===== src/nbgs_pkg.sv =====
package nbgs_pkg;

   // Body slots held in the ring of cells.
   localparam int MAX_BODIES = 16;
   localparam int IDX_W = $clog2(MAX_BODIES);
   localparam int SH_W = $clog2(MAX_BODIES + 1);
   localparam int CNT_W = 5;
   // Bodies in use never exceed the slot count nor sixteen.
   localparam int N_LIMIT = (MAX_BODIES < 16) ? MAX_BODIES : 16;
   // Velocity plus up to fifteen saturated pulls, summed exactly.
   localparam int ACC_W = 37;

   localparam int CSR_ADDR_W = 3;
   localparam logic [0:0] CSR_GRAVITY = 1'b0;
   localparam logic [0:0] CSR_BODIES = 1'b1;
   localparam logic [31:0] GRAVITY_RESET = 32'h0100_0000;
   localparam logic [4:0] BODIES_RESET = 5'd16;

   localparam logic REQ_LOAD = 1'b0;
   localparam logic REQ_STEP = 1'b1;

   typedef struct packed {
      logic [2:0][31:0] pos;
      logic [2:0][31:0] vel;
      logic [31:0] mass;
      logic [2:0][ACC_W-1:0] acc;
   } body_type;

   typedef struct packed {
      logic done;
      logic [2:0][ACC_W-1:0] contrib;
   } pair_result_type;

   typedef enum logic [2:0] {
      ST_IDLE,
      ST_INIT,
      ST_PROBE,
      ST_SCAN,
      ST_WAIT,
      ST_ALIGN,
      ST_EMIT,
      ST_RETURN
   } step_state_type;

   typedef enum logic [3:0] {
      PU_IDLE,
      PU_ABS,
      PU_SQUARE,
      PU_SUM,
      PU_SQRT,
      PU_CUBE1,
      PU_CUBE2,
      PU_COMBINE,
      PU_CHECK,
      PU_DIV,
      PU_FINISH
   } pair_state_type;

   function automatic logic [31:0] sat_acc(input logic [ACC_W-1:0] v);
      logic [31:0] r;
      if (v[ACC_W-1:31] == '0 || v[ACC_W-1:31] == '1) begin
         r = v[31:0];
      end else if (v[ACC_W-1]) begin
         r = 32'h8000_0000;
      end else begin
         r = 32'h7FFF_FFFF;
      end
      return r;
   endfunction

   function automatic logic [31:0] sat_pos(input logic [32:0] v);
      logic [31:0] r;
      if (v[32] == v[31]) begin
         r = v[31:0];
      end else if (v[32]) begin
         r = 32'h8000_0000;
      end else begin
         r = 32'h7FFF_FFFF;
      end
      return r;
   endfunction

endpackage


===== src/nbgs_cell.sv =====
module nbgs_cell (
   input  logic              clock,
   input  logic              load_en,
   input  nbgs_pkg::body_type load_data,
   input  logic              init_en,
   input  logic              shift_en,
   input  nbgs_pkg::body_type shift_in,
   output nbgs_pkg::body_type q
);

   nbgs_pkg::body_type body_ff, body_in;

   always_comb begin
      body_in = body_ff;
      priority if (load_en) begin
         body_in = load_data;
      end else if (init_en) begin
         // The step starts each accumulator at the body's own velocity.
         for (int c = 0; c < 3; c++) begin
            body_in.acc[c] = {{(nbgs_pkg::ACC_W - 32){body_ff.vel[c][31]}}, body_ff.vel[c]};
         end
      end else if (shift_en) begin
         body_in = shift_in;
      end
   end

   always_ff @(posedge clock) begin
      body_ff <= body_in;
   end

   assign q = body_ff;

endmodule


===== config.mk =====
export PLATFORM = sky130hd
export DESIGN_NAME = nbgs_cell
export DESIGN_NICKNAME = d
export VERILOG_FILES = /design/src/nbgs_pkg.sv /design/src/nbgs_cell.sv
export SDC_FILE = /design/constraint.sdc
export NUM_CORES = 1
export LEC_CHECK = 0
export ABC_AREA = 1
export BUFFER_PORTS_ARGS = -buffer_cell sky130_fd_sc_hd__buf_4
export CAP_MARGIN = 20
export CORE_AREA = 2 2 398 400
export DETAILED_ROUTE_END_ITERATION = 7
export DIE_AREA = 0 0 400 402
export PLACE_DENSITY = 0.3
export SYNTH_ARGS = -nofsm -noshare
export SYNTH_HDL_FRONTEND = slang
export SYNTH_SLANG_ARGS = --single-unit

===== constraint.sdc =====
create_clock -name clock -period 23.8 [get_ports clock]
set_input_delay 3.57 -clock clock [delete_from_list [all_inputs] [get_ports clock]]
set_output_delay 3.57 -clock clock [all_outputs]
set_load 0.02 [all_outputs]

==> metrics <==
outcome=finished clean; Std-Cell Core Area=0.157 mm^2; post-CTS clock slew at the launch and capture registers of the worst setup and hold paths=0.05 ns; Synth area leader=sky130_fd_sc_hd__edfxtp_1; most frequent cells after synthesis=sky130_fd_sc_hd__nand2_1, sky130_fd_sc_hd__edfxtp_1, sky130_fd_sc_hd__nand3_1; final sum of negative setup slack=0 ns; Syn Std Cell Area=0.0149 mm^2; maximum vdd drop=0.0424 mV; DRT antenna net count=0; critical setup path kind=input pin to register; number of endpoints failing setup at the final stage=0; total routing resource utilization after global routing=12.1%; share of the yosys chip area belonging to registers=67.4%; leading post-synthesis cells by cell area=sky130_fd_sc_hd__edfxtp_1, sky130_fd_sc_hd__nand2_1, sky130_fd_sc_hd__nand3_1, sky130_fd_sc_hd__buf_2, sky130_fd_sc_hd__clkbuf_1; Iteration-0 DRC Markers=752; number of remaining DRC errors=0; Worst Clk Skew=0.0135 ns; HPWL after detailed placement=81.1 mm; Global Route met3 Usage=4.04%; placement-stage cell area=0.0249 mm^2; number of non-filler instances in the completed layout=4,632; WHS Path Cells=2; worst path required time=24.02 ns; Finished Cell Area=0.0262 mm^2; PD cells=70.2 mW/mm^2; highest achievable clock rate=0.145 GHz; cell at the root of the clock tree=sky130_fd_sc_hd__clkbuf_16; number of library cell types mapped by synthesis=11; number of enable-type register cells in the synthesized netlist=335; routed via count=15,096; min setup slack post-route=16.91 ns; most used standard cell by instance count after synthesis=sky130_fd_sc_hd__nand2_1; fraction of the core area covered by cells at the end of the flow=16.7%; Setup crit end kind=register; number of flip-flops in the largest register=335; total number of yosys warnings=0; pin count of the biggest net entering global routing=104; crit path launch type=input pin; initial antenna violation count=14; count of mapped cells out of synthesis=1,536; Die Y=402 um; final wirelength=102 mm; routing usage on met1=14.2%; Synth top area share=67.4%; Post-CTS Hold Fix Bufs=0; RSZ-0062 raised after global routing=no; Final Hold Slack=0.584 ns; worst setup timing slack at the placement stage=16.17 ns; kind of path behind the tightest hold check=register to register; global route total overflow=0; Slew HR=36.3%; Synthesized Nets=2,210; number of optimization iterations in the first detailed-route pass=5; Async SR Flop Fraction=0%; I/O Pins=1,009; number of slew-limit violations in the final report=0; effective utilization at floorplan=9.50%; horizontal die dimension=400 um; Synth Area per Inst=9.72 um^2; first-pass GRT wire length=134 mm; Clk Latency, worst-skew pair=0.61 ns; Sinks on Clock Net=335; ratio of cells with drive above 1 in the final layout=42.8%; I/O Buffers=1,008; die area=0.161 mm^2; Routed WL per cell=22.0 um; CTS buffer count=47; crit path time final=6.89 ns; Post-CTS Setup Inserts=0; Clock Path Buffers=3; R2R depth=2; peak fanout along the critical path=61; number of global-route vias before repair=15,567; share of the cycle needed by the critical path after routing=28.9%; arrival time worst endpoint=7.11 ns; area delta synth->final=75.7%; count of cells resized by post-cts repair=0; global routing usage on met2=20.7%; site row count=146; Final Hold Violating Endpoints=0; post-layout total power=1.84 mW; global routing's busiest layer=met2; most instantiated flip-flop cell in the synthesis netlist=sky130_fd_sc_hd__edfxtp_1; CTS tree=done; final estimated routing congestion in global placement=0.830; number of H-tree levels=2; DR vias/cell=3.26; leakage power of the design=12.0 nW; number of flip-flops and latches in the synthesized netlist=335; number of maximum-capacitance violations=0; net count of the finished layout=3,194; slew of the pin with the lowest slew margin=0.955 ns; # placed instances=4,543
cell families after synthesis:
| kind of cell | count (synthesis) | share of synthesized area, % |
|---|---|---|
| AND/OR/NAND/NOR | 1103 | 29.5 |
| flip-flops | 335 | 67.4 |
| buffers and inverters | 97 | 3.10 |
| AO/OA/AOI/OAI | 1 | 0.0335 |
final timing paths:
path | startpoint | endpoint | slack (ns)
worst max-delay path | load_en | q[142]$_DFFE_PP_ | 16.91
worst min-delay path | q[159]$_DFFE_PP_ | q[16]$_DFFE_PP_ | 0.58
worst max register to register | q[238]$_DFFE_PP_ | q[106]$_DFFE_PP_ | 22.30
worst min register to register | q[159]$_DFFE_PP_ | q[16]$_DFFE_PP_ | 0.58
area by class of cell:
cell class,count,area [um^2]
repair buffers,1030,7750
diodes,6,15.0
clock inverters,25,144
flip-flops and latches,335,10100
clock buffers,58,1220
inverters,2,15.0
well taps,2072,2590
multi-input cells,1104,4430
fillers,17979,131000
where the power goes:
part / switching [mW] / internal, mW / total, mW
registers: 0.0362 / 0.731 / 0.767
clock network: 0.292 / 0.370 / 0.663
logic: 0.237 / 0.175 / 0.412
critical path, stage by stage:
cell,delay [ns]
sky130_fd_sc_hd__buf_8,0.36
sky130_fd_sc_hd__inv_8,0.19
sky130_fd_sc_hd__o21ai_4,0.27
sky130_fd_sc_hd__buf_4,0.78
sky130_fd_sc_hd__buf_4,0.73
sky130_fd_sc_hd__buf_4,0.82
per-layer routing:
metal  wire length, um  vias up  part of all wire, %
li1                  -     7092                    -
met1             40600     7285                   40
met2             50100      600                   49
met3              8640      111                  8.5
met4              2680        8                  2.6
met5                39        -                0.038
placed cells by master, fill, tap and decap left out:
master                       count
sky130_fd_sc_hd__clkinv_1       13
sky130_fd_sc_hd__buf_12          1
sky130_fd_sc_hd__inv_6           1
sky130_fd_sc_hd__buf_8           1
sky130_fd_sc_hd__clkbuf_1       11
sky130_fd_sc_hd__o21ai_4         1
sky130_fd_sc_hd__nor2_4          1
sky130_fd_sc_hd__clkinv_4        1
sky130_fd_sc_hd__buf_4        1028
sky130_fd_sc_hd__inv_1           1
sky130_fd_sc_hd__diode_2         6
sky130_fd_sc_hd__nand3_1       207
sky130_fd_sc_hd__bufinv_16       1
sky130_fd_sc_hd__inv_8           1
sky130_fd_sc_hd__clkbuf_16      47
sky130_fd_sc_hd__edfxtp_1      335
sky130_fd_sc_hd__clkinv_2        8
sky130_fd_sc_hd__clkinvlp_4      1
sky130_fd_sc_hd__nand2_4         1
sky130_fd_sc_hd__nand2_1       894
No activity file was read; power rests on OpenSTA's default activity.
